<file path="config.mk">
export PLATFORM = sky130hd
export DESIGN_NAME = shpa_luma
export DESIGN_NICKNAME = d
export VERILOG_FILES = /design/src/design/shpa_pkg.sv /design/src/design/shpa_luma.sv
export SDC_FILE = /design/constraint.sdc
export NUM_CORES = 1
export LEC_CHECK = 0
export BUFFER_PORTS_ARGS = -buffer_cell sky130_fd_sc_hd__buf_2
export CORE_MARGIN = 4
export CORE_UTILIZATION = 50
export CTS_BUF_LIST = sky130_fd_sc_hd__clkbuf_4 sky130_fd_sc_hd__clkbuf_8
export DETAILED_ROUTE_END_ITERATION = 10
export GPL_ROUTABILITY_DRIVEN = 0
export GPL_TIMING_DRIVEN = 0
export PLACE_DENSITY = 0.68
export RECOVER_POWER = 50
export SYNTH_ARGS = -nofsm -noshare
export SYNTH_HDL_FRONTEND = slang
export SYNTH_SLANG_ARGS = --single-unit
</file>
<file path="constraint.sdc">
create_clock -name clock -period 15.71 [get_ports clock]
set_input_delay 0.7855 -clock clock [delete_from_list [all_inputs] [get_ports clock]]
set_output_delay 0.7855 -clock clock [all_outputs]
set_load 0.1 [all_outputs]
</file>
<file path="src/design/shpa_pkg.sv">
// Shared types and constants of the shadow/highlight pixel adjust pipeline.
// Used by every module of the block; depends on nothing.
package shpa_pkg;

   // Field widths
   localparam int CH_W     = 8;
   localparam int PCT_W    = 7;
   localparam int TONE_W   = 9;
   localparam int CSR_W    = 9;
   localparam int Q_FRAC   = 16;
   localparam int LUMA_W   = Q_FRAC + 1;

   // Unity in Q1.16 and register limits
   localparam logic [LUMA_W-1:0] Q_ONE     = 17'd65536;
   localparam logic [TONE_W-1:0] TONE_MAX  = 9'd256;
   localparam logic [PCT_W-1:0]  PCT_MAX   = 7'd100;
   localparam logic [TONE_W-1:0] TONE_RST  = 9'd128;

   // Luma: weighted sum, then divide by 255000 through a reciprocal
   localparam int                 SUM_W        = 18;
   localparam logic [SUM_W-1:0]   LUMA_DEN     = 18'd255000;
   localparam int                 LUMA_RECIP_W = 23;
   localparam logic [LUMA_RECIP_W-1:0] LUMA_RECIP = 23'd4311810;
   localparam int                 LUMA_SHIFT   = 24;
   localparam int                 LUMA_PROD_W  = SUM_W + LUMA_RECIP_W;
   localparam int                 LUMA_CMP_W   = 36;

   // Mask divider: 25-bit dividend, 17 quotient bits, up to six bits per stage
   localparam int NUM_W           = 25;
   localparam int DIV_STEPS       = 17;
   localparam int DIV_STAGE_STEPS = 6;
   localparam int DIV_STAGES      = (DIV_STEPS + DIV_STAGE_STEPS - 1) / DIV_STAGE_STEPS;
   localparam int DIV_TOP_W       = NUM_W - DIV_STEPS;

   // Percent scaling: divide by 200 as a shift by 3 and a reciprocal of 25
   localparam int                   PCT_PROD_W = PCT_W + LUMA_W;
   localparam int                   DIV8_W     = PCT_PROD_W - 3;
   localparam int                   RECIP25_W  = 21;
   localparam logic [RECIP25_W-1:0] RECIP25    = 21'd1342178;
   localparam int                   RECIP25_SH = 25;

   // Register map
   typedef enum logic [1:0] {
      CSR_SHADOW    = 2'd0,
      CSR_HIGHLIGHT = 2'd1,
      CSR_TONAL     = 2'd2
   } csr_index_type;

   // Saturated settings
   typedef struct packed {
      logic [TONE_W-1:0] tonal;
      logic [PCT_W-1:0]  highlight;
      logic [PCT_W-1:0]  shadow;
   } cfg_type;

   typedef struct packed {
      logic [CH_W-1:0] blue;
      logic [CH_W-1:0] green;
      logic [CH_W-1:0] red;
   } pixel_type;

   typedef struct packed {
      pixel_type         pix;
      logic [LUMA_W-1:0] luma;
   } luma_item_type;

   typedef struct packed {
      pixel_type         pix;
      logic [LUMA_W-1:0] shadow_base;
      logic [LUMA_W-1:0] highlight_base;
   } mask_item_type;

endpackage

</file>
<file path="src/design/shpa_luma.sv">
// Luma unit: BT.601 weighted sum and exact divide to Q1.16, three stages.
// Depends on shpa_pkg.
module shpa_luma (
   input  logic                    clock,
   input  logic                    reset,
   input  logic                    in_valid,
   output logic                    in_ready,
   input  shpa_pkg::pixel_type     in_pix,
   output logic                    out_valid,
   input  logic                    out_ready,
   output shpa_pkg::luma_item_type out_item
);
   import shpa_pkg::*;

   logic v1_ff, v2_ff, v3_ff;
   logic rdy1, rdy2, rdy3;

   pixel_type pix1_ff, pix2_ff, pix3_ff;
   logic [SUM_W-1:0]       sum1_in, sum1_ff, sum2_ff;
   logic [LUMA_PROD_W-1:0] prod;
   logic [LUMA_W-1:0]      est2_in, est2_ff;
   logic [LUMA_W:0]        est_inc;
   logic [LUMA_CMP_W-1:0]  trial, scaled;
   logic [LUMA_W-1:0]      luma3_in, luma3_ff;

   // Ready chain: a stage takes a request when empty or when it moves on
   assign rdy3     = !v3_ff || out_ready;
   assign rdy2     = !v2_ff || rdy3;
   assign rdy1     = !v1_ff || rdy2;
   assign in_ready = rdy1;

   // Stage 1: weighted sum of the channels
   assign sum1_in = SUM_W'(in_pix.red)   * SUM_W'(299)
                  + SUM_W'(in_pix.green) * SUM_W'(587)
                  + SUM_W'(in_pix.blue)  * SUM_W'(114);

   // Stage 2: estimate the quotient, low by at most one
   assign prod    = LUMA_PROD_W'(sum1_ff) * LUMA_PROD_W'(LUMA_RECIP);
   assign est2_in = prod[LUMA_SHIFT +: LUMA_W];

   // Stage 3: bump the estimate when the next multiple still fits
   always_comb begin
      est_inc  = {1'b0, est2_ff} + (LUMA_W+1)'(1);
      trial    = LUMA_CMP_W'(est_inc) * LUMA_CMP_W'(LUMA_DEN);
      scaled   = LUMA_CMP_W'({sum2_ff, {Q_FRAC{1'b0}}});
      luma3_in = (scaled >= trial) ? est_inc[LUMA_W-1:0] : est2_ff;
   end

   // Advance valid bits
   always_ff @(posedge clock) begin
      if (reset) begin
         v1_ff <= 1'b0;
         v2_ff <= 1'b0;
         v3_ff <= 1'b0;
      end else begin
         if (rdy1) v1_ff <= in_valid;
         if (rdy2) v2_ff <= v1_ff;
         if (rdy3) v3_ff <= v2_ff;
      end
   end

   // Advance payload
   always_ff @(posedge clock) begin
      if (rdy1 && in_valid) begin
         pix1_ff <= in_pix;
         sum1_ff <= sum1_in;
      end
      if (rdy2 && v1_ff) begin
         pix2_ff <= pix1_ff;
         sum2_ff <= sum1_ff;
         est2_ff <= est2_in;
      end
      if (rdy3 && v2_ff) begin
         pix3_ff  <= pix2_ff;
         luma3_ff <= luma3_in;
      end
   end

   assign out_valid     = v3_ff;
   assign out_item.pix  = pix3_ff;
   assign out_item.luma = luma3_ff;

   // Luma never exceeds unity
   a_luma_range: assert property (@(posedge clock) disable iff (reset)
      v3_ff |-> (luma3_ff <= Q_ONE))
      else $error("luma above unity");

endmodule

</file>
# [After elaboration in Yosys (flattened, before gate mapping)]
# Cells that the tools add are included.
[word_totals] output_inout_bits=43 regBits=145 wordCells=35
[classes] n_lt_le_gt_ge=1 mul=5 reduce_logical=9 muxes=1 addsub=3
[op_table] op="multiplier 18 x 22 -> 40 bit, second input constant" n=1
[op_table] op=">= comparator 34 x 36 -> 1 bit" n=1
[op_table] op="multiplier 18 x 15 -> 33 bit, second input constant" n=1
[op_table] op="adder 17 x 1 -> 18 bit, second input constant" n=1
[op_table] op="adder 17 x 18 -> 18 bit" n=1
[op_table] op="adder 18 x 15 -> 18 bit" n=1
[op_table] op="multiplier 8 x 10 -> 18 bit, second input constant" n=1
[op_table] op="multiplier 8 x 9 -> 17 bit, second input constant" n=1
[op_table] op="two-way mux 17 bit" n=1
[op_table] op="multiplier 8 x 6 -> 14 bit, second input constant" n=1
[op_table] op="logical AND 1 bit" n=3
[op_table] op="logical NOT 1 bit" n=3
[op_table] op="logical OR 1 bit" n=3

# [Longest topological paths before layout]
# Gate-level depths: netlist (run 1).
[logic_depth] depth_word=5 mapped_depth=39 depth_no_buf=37

# [Least setup slack after synthesis (run 1)]
# Ideal clock, no wire load.
[synth_path] path_type="register to register" from="reg est2_ff[1]" to="reg luma3_ff[10] (data pin)" path_slack_ns=6.321 arrival_time_ns=9.129 synth_period_minus_slack_ns=9.389 setup_ns=0.260 path_stages_with_launch=38 cell_sequence="edfxtp_1 ha_1 and3_1 and3_1 and3_1 and3_1 and3_1 and3_1 and3_1 xor2_1 ha_1 ha_1 fa_1 fa_1 inv_1 fa_1 inv_1 ha_1 [... 2 more ...] o2bb2ai_1 a2111oi_0 a21oi_1 o21a_1 a21o_1 a21oi_1 xor2_1 ha_1 nand4_1 nor4_1 nand4_1 nor4_1 nand3_1 o31a_1 a311oi_4 buf_8 nand2_4 xnor2_2"
[synth_between] elab_chain_cells=4
[synth_lines] item="start, declared" line_no="shpa_luma.sv:21" source="logic [LUMA_W-1:0] est2_in, est2_ff;"
[synth_lines] item="start signal, assigned" line_no="shpa_luma.sv:71" source="est2_ff <= est2_in;"
[synth_lines] item="adder 17 x 1 -> 18 bit *" line_no="shpa_luma.sv:43" source="est_inc = {1'b0, est2_ff} + (LUMA_W+1)'(1);"
[synth_lines] item="multiplier 18 x 15 -> 33 bit" line_no="shpa_luma.sv:44" source="trial = LUMA_CMP_W'(est_inc) * LUMA_CMP_W'(LUMA_DEN);"
[synth_lines] item=">= comparator 34 x 36 -> 1 bit" line_no="shpa_luma.sv:46" source="luma3_in = (scaled >= trial) ? est_inc[LUMA_W-1:0] : est2_ff;"
[synth_lines] item="two-way mux 17 bit *" line_no="shpa_luma.sv:46"
[synth_lines] item="named net luma3_in[10]" line_no="shpa_luma.sv:24" source="logic [LUMA_W-1:0] luma3_in, luma3_ff;"
[synth_lines] item="end signal, assigned" line_no="shpa_luma.sv:75" source="luma3_ff <= luma3_in;"
[synth_lines] item="end, declared" line_no="shpa_luma.sv:24"
# The timed path passes the listed nets; every way through them passes the cells marked *.
# A chain may end at the register's enable or synchronous reset.

# [Worst setup path in the final report (run 1)]
[layout_path] from="reg est2_ff[1]" to="reg luma3_ff[9] (data pin)"
# The elaborated chain is that of the path after synthesis.

==> results_dict.tcl, run 1 <==
set metrics [dict create \
    outcome "finished, violations left" \
    violations "capacitance limit, slew limit" \
    numCtsBuffers 17 \
    met1_usage 0.262 \
    drt-pass1-iter-count 5 \
    fin_crit_sh 0.747 \
    die_w_um 200 \
    worstSetupPathType "reg -> reg" \
    synth_seq_cells 145 \
    start_util 0.505 \
    synth-edff-count 142 \
    cts_sinks 145 \
    root_buffer "clkbuf_8" \
    fin_cells 2211 \
    grt_pass1_vias 12200 \
    cp_common_cell "and3_1" \
    ys_seq_area_frac 0.235 \
    io_pins 71 \
    critPathSlowestCell "nor4_1" \
    cp_data_required_time_ns 15.91 \
    regArea_um2 4320 \
    syn-num-nets 2278 \
    path_max_fanout 10 \
    final_util 0.542 \
    cts_buffer_depth 2 \
    fillCellCount 3186 \
    antenna_cells 0 \
    grtUsageTotal 0.196 \
    finClkSkew_ns 0.0196 \
    netlist_area_um2 18400 \
    setup_viol 0 \
    fp.coreArea_um2 36400 \
    dp.cells 2179 \
    synthArstFlopShare 0 \
    fmax_mhz 85.2 \
    cts_tree "built" \
    rows 70 \
    die_h_um 200 \
    place_hpwl_mm 31.9 \
    io_buffers 70 \
    grt_overflow 0 \
    drt-vias-per-instance 5.19 \
    tightest_slew_ns 2.25 \
    h-tree-depth 4 \
    grt_setup_unrepaired "false" \
    grt_use_met2 0.340 \
    drtAntennaViolNets 0 \
    wl_per_cell_um 16.8 \
    crit_arrival_ns 11.95 \
    drive_gt1_frac 0.0631 \
    busiest_layer "met2" \
    synth_cell_types 57 \
    grt_pass1_wl_mm 61.6 \
    cts_setup_buffers 0 \
    die_area_um2 40000 \
    drc 0 \
    crit_path_end_kind "flop" \
    maxSlewViolCount 50 \
    routed_wl_mm 37.2 \
    syn_inst 1637 \
    synth_ff_type "edfxtp_1" \
    slew_headroom -0.515 \
    maxCapViolations 3 \
    multi_input_area_um2 12500 \
    hold_buffers 0 \
    antenna_found_initial 0 \
    cts_resized 0 \
    cts.clk_slew.worst_paths_ns 0.10 \
    nets 2371 \
    drt_iter0_markers 423 \
    routed-via-count 11500 \
    avgSynthCellArea_um2 11.2 \
    synth_warnings 0 \
    finalSetupTns_ns 0 \
    grtUsageMet3 0.0260 \
    hold_class "reg -> reg" \
    hold_viol_final 0 \
    finalCriticalPeriod_ns 11.74 \
    areaGrowthSynthToFinish_pct 7.24 \
    max_stage_delay_ns 0.81 \
    grt_max_degree 30 \
    clk_latency_ns 0.46 \
    start_kind "flop" \
]
-- kinds of logic (layout without fill, tap and decap cells) --
family	after synthesis	in the layout	synth area share
mux	1	1	0.000544
fa+ha+maj	614	614	0.509
xor+xnor	109	109	0.0547
compound gates	186	186	0.0669
flops	145	145	0.235
buf+inv	412	518	0.0847
simple gates	170	170	0.0493
-- synthesized netlist by cell type (6+ instances only) --
| library cell | n | area share |
|---|---|---|
| xor2_1 | 44 | 0.021 |
| nand2_1 | 34 | 0.0069 |
| nor2b_1 | 9 | 0.0031 |
| xnor2_2 | 7 | 0.0062 |
| o21ai_0 | 27 | 0.0073 |
| edfxtp_1 | 142 | 0.23 |
| nand3_1 | 11 | 0.0030 |
| a211oi_1 | 6 | 0.0024 |
| xnor2_1 | 58 | 0.028 |
| o21bai_1 | 14 | 0.0057 |
| and3_1 | 20 | 0.0068 |
| o21a_1 | 8 | 0.0033 |
| fa_1 | 225 | 0.24 |
| nand4_1 | 13 | 0.0044 |
| nand2_4 | 7 | 0.0043 |
| and2_1 | 8 | 0.0027 |
| a21oi_1 | 60 | 0.016 |
| a31oi_1 | 6 | 0.0020 |
| a21o_1 | 29 | 0.012 |
| nor2_1 | 36 | 0.0073 |
| nor3_1 | 11 | 0.0030 |
| inv_1 | 408 | 0.083 |
| ha_1 | 388 | 0.26 |
-- critical path: cells and delay by family, from the launching register on --
| family | cells | cell delay [ns] |
|---|---|---|
| simple gates | 13 | 3.58 |
| fa+ha+maj | 8 | 3.39 |
| compound gates | 10 | 2.73 |
| xor+xnor | 3 | 0.82 |
| flops | 1 | 0.58 |
| buf+inv | 3 | 0.37 |
-- placed cells by master (no fill, tap or decap), drive strengths merged, types with 3 or more instances in the layout --
master | netlist | layout
nor2b | 9 | 9
and2 | 8 | 8
a2111oi | 5 | 5
a211o | 5 | 5
dfxtp | 3 | 3
or2 | 5 | 5
nand3 | 11 | 11
xnor2 | 65 | 65
nor4 | 3 | 3
clkbuf | 1 | 44
clkinvlp | 0 | 3
a21oi | 63 | 63
clkinv | 0 | 3
buf | 3 | 51
nor3 | 11 | 11
edfxtp | 142 | 142
a211oi | 6 | 6
and3 | 20 | 20
o21ai | 29 | 29
a21o | 29 | 29
or3 | 4 | 4
nand4 | 13 | 13
inv | 408 | 416
a31oi | 6 | 6
fa | 225 | 225
o211ai | 4 | 4
nor2 | 36 | 36
ha | 388 | 388
nand2b | 5 | 5
o21a | 8 | 8
xor2 | 44 | 44
o21bai | 14 | 14
nand2 | 41 | 41
-- final cells by class --
type                            instances  share of cell area
Clock inverter                         15             0.00741
Multi-Input combinational cell       1080               0.634
Clock buffer                           17              0.0119
Timing Repair Buffer                   74              0.0186
Inverter                              408              0.0776
Buffer                                  4             0.00146
Tap cell                              468              0.0297
Sequential cell                       145               0.219
-- per-layer routing --
layer / vias to the layer above / wire length (um)
met2: 165 / 19000
met4: 0 / 838
li1: 5571 / -
met5: - / 0
met3: 45 / 1100
met1: 5689 / 16200
-- final timing paths --
kind,startpoint,end,cells after the start,slack (ns)
worst min-delay path,pix2_ff[2]$_DFFE_PP_,out_item[19]$_DFFE_PP_,0,0.41
worst max-delay path,est2_ff[1]$_DFFE_PP_,luma3_ff[9]$_DFFE_PP_,37,3.97
worst max register to register,est2_ff[1]$_DFFE_PP_,luma3_ff[9]$_DFFE_PP_,37,3.97
worst min register to register,pix2_ff[2]$_DFFE_PP_,out_item[19]$_DFFE_PP_,0,0.41
-- registers in the layout (all words and copies together) (netlist names) --
| name | count |
|---|---|
| out_item | 24 |
| v2_ff | 1 |
| out_valid | 1 |
| v1_ff | 1 |
| pix2_ff | 24 |
| est2_ff | 17 |
| sum2_ff | 18 |
| pix1_ff | 24 |
| sum1_ff | 18 |
| luma3_ff | 17 |
-- metrics by stage --
stage               cell area [um^2]  setup slack, ns  hold WS, ns
floorplan                      18400             6.32        0.400
global placement               19300             3.99        0.400
detailed placement             19500             3.95        0.405
CTS                            19900             3.91        0.413
global route                   19700             3.31        0.420
finish                         19700             3.97        0.410
Power of run 1 is not shown: default switching activity piles up to over one toggle a cycle in this logic, so the estimate is an artifact.
==> run 2, diff against run 1 <==
Clock period 15.71 ns to 11.2 ns, I/O delays scaled along.
==> results_dict.tcl, run 2 (synthesized netlist as in run 1, its figures left out) <==
set metrics [dict create \
    regArea_um2 4320 \
    worstSetupPathType "reg -> reg" \
    drtAntennaViolNets 0 \
    root_buffer "clkbuf_8" \
    cp_data_required_time_ns 11.40 \
    top_layer_used "met4" \
    critPathSlowestCell "edfxtp_1" \
    grtUsageTotal 0.196 \
    fin_crit_sh 0.952 \
    fmax_mhz 93.8 \
    finClkSkew_ns 0.0198 \
    io_pins 71 \
    drive_gt1_frac 0.0624 \
    grt_setup_unrepaired "false" \
    start_util 0.505 \
    die_h_um 200 \
    crit_arrival_ns 10.86 \
    hold_class "in -> reg" \
    nets 2374 \
    antenna_found_initial 0 \
    finalCriticalPeriod_ns 10.66 \
    drc 0 \
    routed_wl_mm 37.3 \
    rows 70 \
    antenna_cells 0 \
    drt-pass1-iter-count 5 \
    outcome "finished, violations left" \
    io_buffers 70 \
    maxSlewViolCount 50 \
    areaGrowthSynthToFinish_pct 7.57 \
    drt-met1-wl_mm 16.3 \
    drt-vias-per-instance 5.19 \
    drt_iter0_markers 461 \
    final_cell_mix "408 x inv_1, 388 x ha_1, 225 x fa_1" \
    path_max_fanout 10 \
    wl_per_cell_um 16.8 \
    fillCellCount 3180 \
    fp.coreArea_um2 36400 \
    hold_buffers 0 \
    wl_met2_mm 19.1 \
    holdWs_ns 0.273 \
    grt_pass1_wl_mm 61.7 \
    clk_latency_ns 0.46 \
    cts_sinks 145 \
    crit_path_end_kind "flop" \
    die_area_um2 40000 \
    place_hpwl_mm 31.9 \
    hold_viol_final 0 \
    die_w_um 200 \
    start_kind "flop" \
    slew_headroom -0.520 \
    max_stage_delay_ns 0.58 \
    routed-via-count 11500 \
    met3WireLength_mm 1.07 \
    tightest_slew_ns 2.26 \
    numCtsBuffers 17 \
    setup_viol 0 \
    grt_max_degree 30 \
    cts_buffer_depth 2 \
    multi_input_area_um2 12600 \
    cts_tree "built" \
    cts.clk_slew.worst_paths_ns 0.10 \
    final_common_cell "inv_1" \
    grt_overflow 0 \
    grt_pass1_vias 12200 \
    maxCapViolations 3 \
    h-tree-depth 4 \
    violations "capacitance limit, slew limit" \
]
-- run 2: worst paths after layout --
check / startpoint / slack [ns] / cells after the start / endpoint
setup / recovery: est2_ff[1]$_DFFE_PP_ / 0.54 / 38 / luma3_ff[9]$_DFFE_PP_
hold / removal: reset / 0.27 / 2 / v1_ff$_SDFFE_PP0N_
setup reg to reg: est2_ff[1]$_DFFE_PP_ / 0.54 / 38 / luma3_ff[9]$_DFFE_PP_
hold reg to reg: pix2_ff[2]$_DFFE_PP_ / 0.41 / 0 / out_item[19]$_DFFE_PP_
-- run 2: metrics by stage --
stage	setup slack, ns	instances	area (um^2)	utilization	TNS [ns]
final	0.541	2214	19800	0.544	0
after global routing	0.0673	2214	19800	0.544	0
after CTS	0.170	2214	19900	0.546	0
after detailed placement	-0.563	2179	19500	0.535	-7.85
after global placement	-0.521	2175	19300	0.531	-7.16
after floorplan	1.81	1637	18400	-	0
-- run 2: cell type report --
cell class / instances / area share
Buffer: 4 / 0.00145
Timing Repair Buffer: 77 / 0.0191
Multi-Input combinational cell: 1080 / 0.635
Sequential cell: 145 / 0.218
Clock buffer: 17 / 0.0118
Inverter: 408 / 0.0773
Clock inverter: 15 / 0.00739
Tap cell: 468 / 0.0296
-- run 2: repair_timing --
action / 4_1_cts / 5_1_grt
pin swaps: 1 / 0
endpoints found under the hold margin: 0 / 0
endpoints found under the setup margin: 17 / 17
buffers inserted: 3 / 0
gates cloned: 0 / 0
resized for setup: 2 / 6
-- run 2: worst max-delay path, delay by kind of cell (launching register included) --
family                   cells  cell delay, ns
adder cells (fa/ha/maj)      9            3.68
flip-flops                   1            0.58
AND/OR/NAND/NOR             15            3.58
buffers and inverters        4            0.48
AO/OA/AOI/OAI                7            1.33
XOR/XNOR                     3            0.73
-- run 2: metal layers --
metal,track usage,vias up
li1,-,5569
met1,0.262,5697
met2,0.340,169
met3,0.0257,45
met4,0.0533,0
met5,0,-
Power of run 2 is left out for the same reason.
==> run 3, diff against run 2 <==
Settings changed: RECOVER_POWER 50 to 25.
==> results_dict.tcl, run 3 (synthesized netlist as in run 1, its figures left out) <==
set metrics [dict create \
    outcome "completed" \
    areaGrowthSynthToFinish_pct 8.07 \
    hold_class "in -> reg" \
    critPathSlowestCell "edfxtp_1" \
    die_area_um2 40000 \
    cp_data_required_time_ns 11.40 \
    drt-vias-per-instance 5.18 \
    clk_latency_ns 0.46 \
    path_max_fanout 10 \
    fp.coreArea_um2 36400 \
    root_buffer "clkbuf_8" \
    start_kind "flop" \
    hold_viol_final 0 \
    h-tree-depth 4 \
    final_cell_mix "408 x inv_1, 388 x ha_1, 225 x fa_1" \
    start_util 0.505 \
    worstSetupPathType "reg -> reg" \
    wl_per_cell_um 16.8 \
    grt_setup_unrepaired "false" \
    die_w_um 200 \
    drt-pass1-iter-count 5 \
    whs_path_depth 2 \
    reg2reg_depth 38 \
    routed-via-count 11500 \
    io_pins 71 \
    busiest_layer "met2" \
    cts.clk_slew.worst_paths_ns 0.10 \
    fmax_mhz 93.8 \
    grt_pass1_wl_mm 61.7 \
    antenna_cells 0 \
    r2r_slack_ns 0.54 \
    nets 2374 \
    finClkSkew_ns 0.0176 \
    finalCriticalPeriod_ns 10.66 \
    grtUsageMet3 0.0257 \
    maxCapViolations 0 \
    numCtsBuffers 17 \
    cts_sinks 145 \
    grt_max_degree 30 \
    rows 70 \
    holdWs_ns 0.277 \
    grt_overflow 0 \
    r2r_end "luma3_ff[9]$_DFFE_PP_" \
    met1_usage 0.262 \
    final_common_cell "inv_1" \
    min-delay-start "reset" \
    drt_iter0_markers 454 \
    io_buffers 70 \
    setup_viol 0 \
    routed_wl_mm 37.3 \
    place_hpwl_mm 31.9 \
    rr_startpoint "est2_ff[1]$_DFFE_PP_" \
    min_to "v1_ff$_SDFFE_PP0N_" \
    grt_pass1_vias 12200 \
    cts_tree "built" \
    grt_use_met2 0.340 \
    crit_path_end_kind "flop" \
    die_h_um 200 \
    fin_crit_sh 0.952 \
    max_stage_delay_ns 0.58 \
    tightest_slew_ns 0.828 \
    drtAntennaViolNets 0 \
    crit_arrival_ns 10.87 \
    drive_gt1_frac 0.0704 \
    antenna_found_initial 0 \
    slew_headroom 0.446 \
    grtUsageTotal 0.196 \
    maxSlewViolCount 0 \
    drc 0 \
    cts_buffer_depth 2 \
]
[run 3: cell types whose count changed in the layout (fill, tap and decap cells not counted)]
cell	change
nor2b_4	+1
a31oi_4	+1
nor2b_1	-1
a31oi_1	-1
a21boi_0	-1
buf_2	+9
a21boi_4	+1
buf_16	+2
clkbuf_1	-11
[run 3: worst max path at each step]
| stage | startpoint | end | slack (ns) | cells after the start |
|---|---|---|---|---|
| after floorplan | est2_ff[1]$_DFFE_PP_ | luma3_ff[10]$_DFFE_PP_ | 1.81 | 37 |
| after global placement | est2_ff[1]$_DFFE_PP_ | luma3_ff[10]$_DFFE_PP_ | -0.52 | 37 |
| after detailed placement | est2_ff[1]$_DFFE_PP_ | luma3_ff[9]$_DFFE_PP_ | -0.56 | 37 |
| after CTS | est2_ff[1]$_DFFE_PP_ | luma3_ff[9]$_DFFE_PP_ | 0.17 | 38 |
| after global routing | est2_ff[1]$_DFFE_PP_ | luma3_ff[9]$_DFFE_PP_ | 0.07 | 38 |
| final | est2_ff[1]$_DFFE_PP_ | luma3_ff[9]$_DFFE_PP_ | 0.54 | 38 |
[run 3: area by class of cell]
type,instances,area [um^2]
repair buffers,77,438
fillers,3161,16500
plain buffers,4,28.8
clock buffers,17,234
well taps,468,586
multi-input cells,1080,12600
clock inverters,15,146
flip-flops and latches,145,4320
inverters,408,1530
[run 3: layer usage]
metal	up-vias	part of all wire	routed length, um
met5	-	0	0
met4	0	0.023	850
met3	47	0.028	1060
met2	152	0.51	19100
met1	5696	0.44	16300
li1	5577	-	-
[run 3: what timing repair did]
action                     CTS  global route
pin swaps                    1             0
setup endpoints to repair   17            17
hold buffers                 0             0
buffers inserted             3             0
gates resized for setup      2             6
[run 3: critical path: cells and delay by family, from the launching register on]
family | cells | cell delay (ns)
compound gates | 7 | 1.33
simple gates | 15 | 3.60
buf+inv | 4 | 0.48
xor+xnor | 3 | 0.73
flops | 1 | 0.58
fa+ha+maj | 9 | 3.68
[run 3: stage by stage]
step / setup slack (ns) / setup TNS [ns] / cells / instance area (um^2) / util
2_1_floorplan: 1.81 / 0 / 1637 / 18400 / -
3_3_place_gp: -0.521 / -7.16 / 2175 / 19300 / 0.531
3_5_place_dp: -0.563 / -7.85 / 2179 / 19500 / 0.535
4_1_cts: 0.170 / 0 / 2214 / 19900 / 0.546
5_1_grt: 0.0673 / 0 / 2214 / 19900 / 0.546
6_report: 0.537 / 0 / 2214 / 19900 / 0.546
Power of run 3 is left out for the same reason.
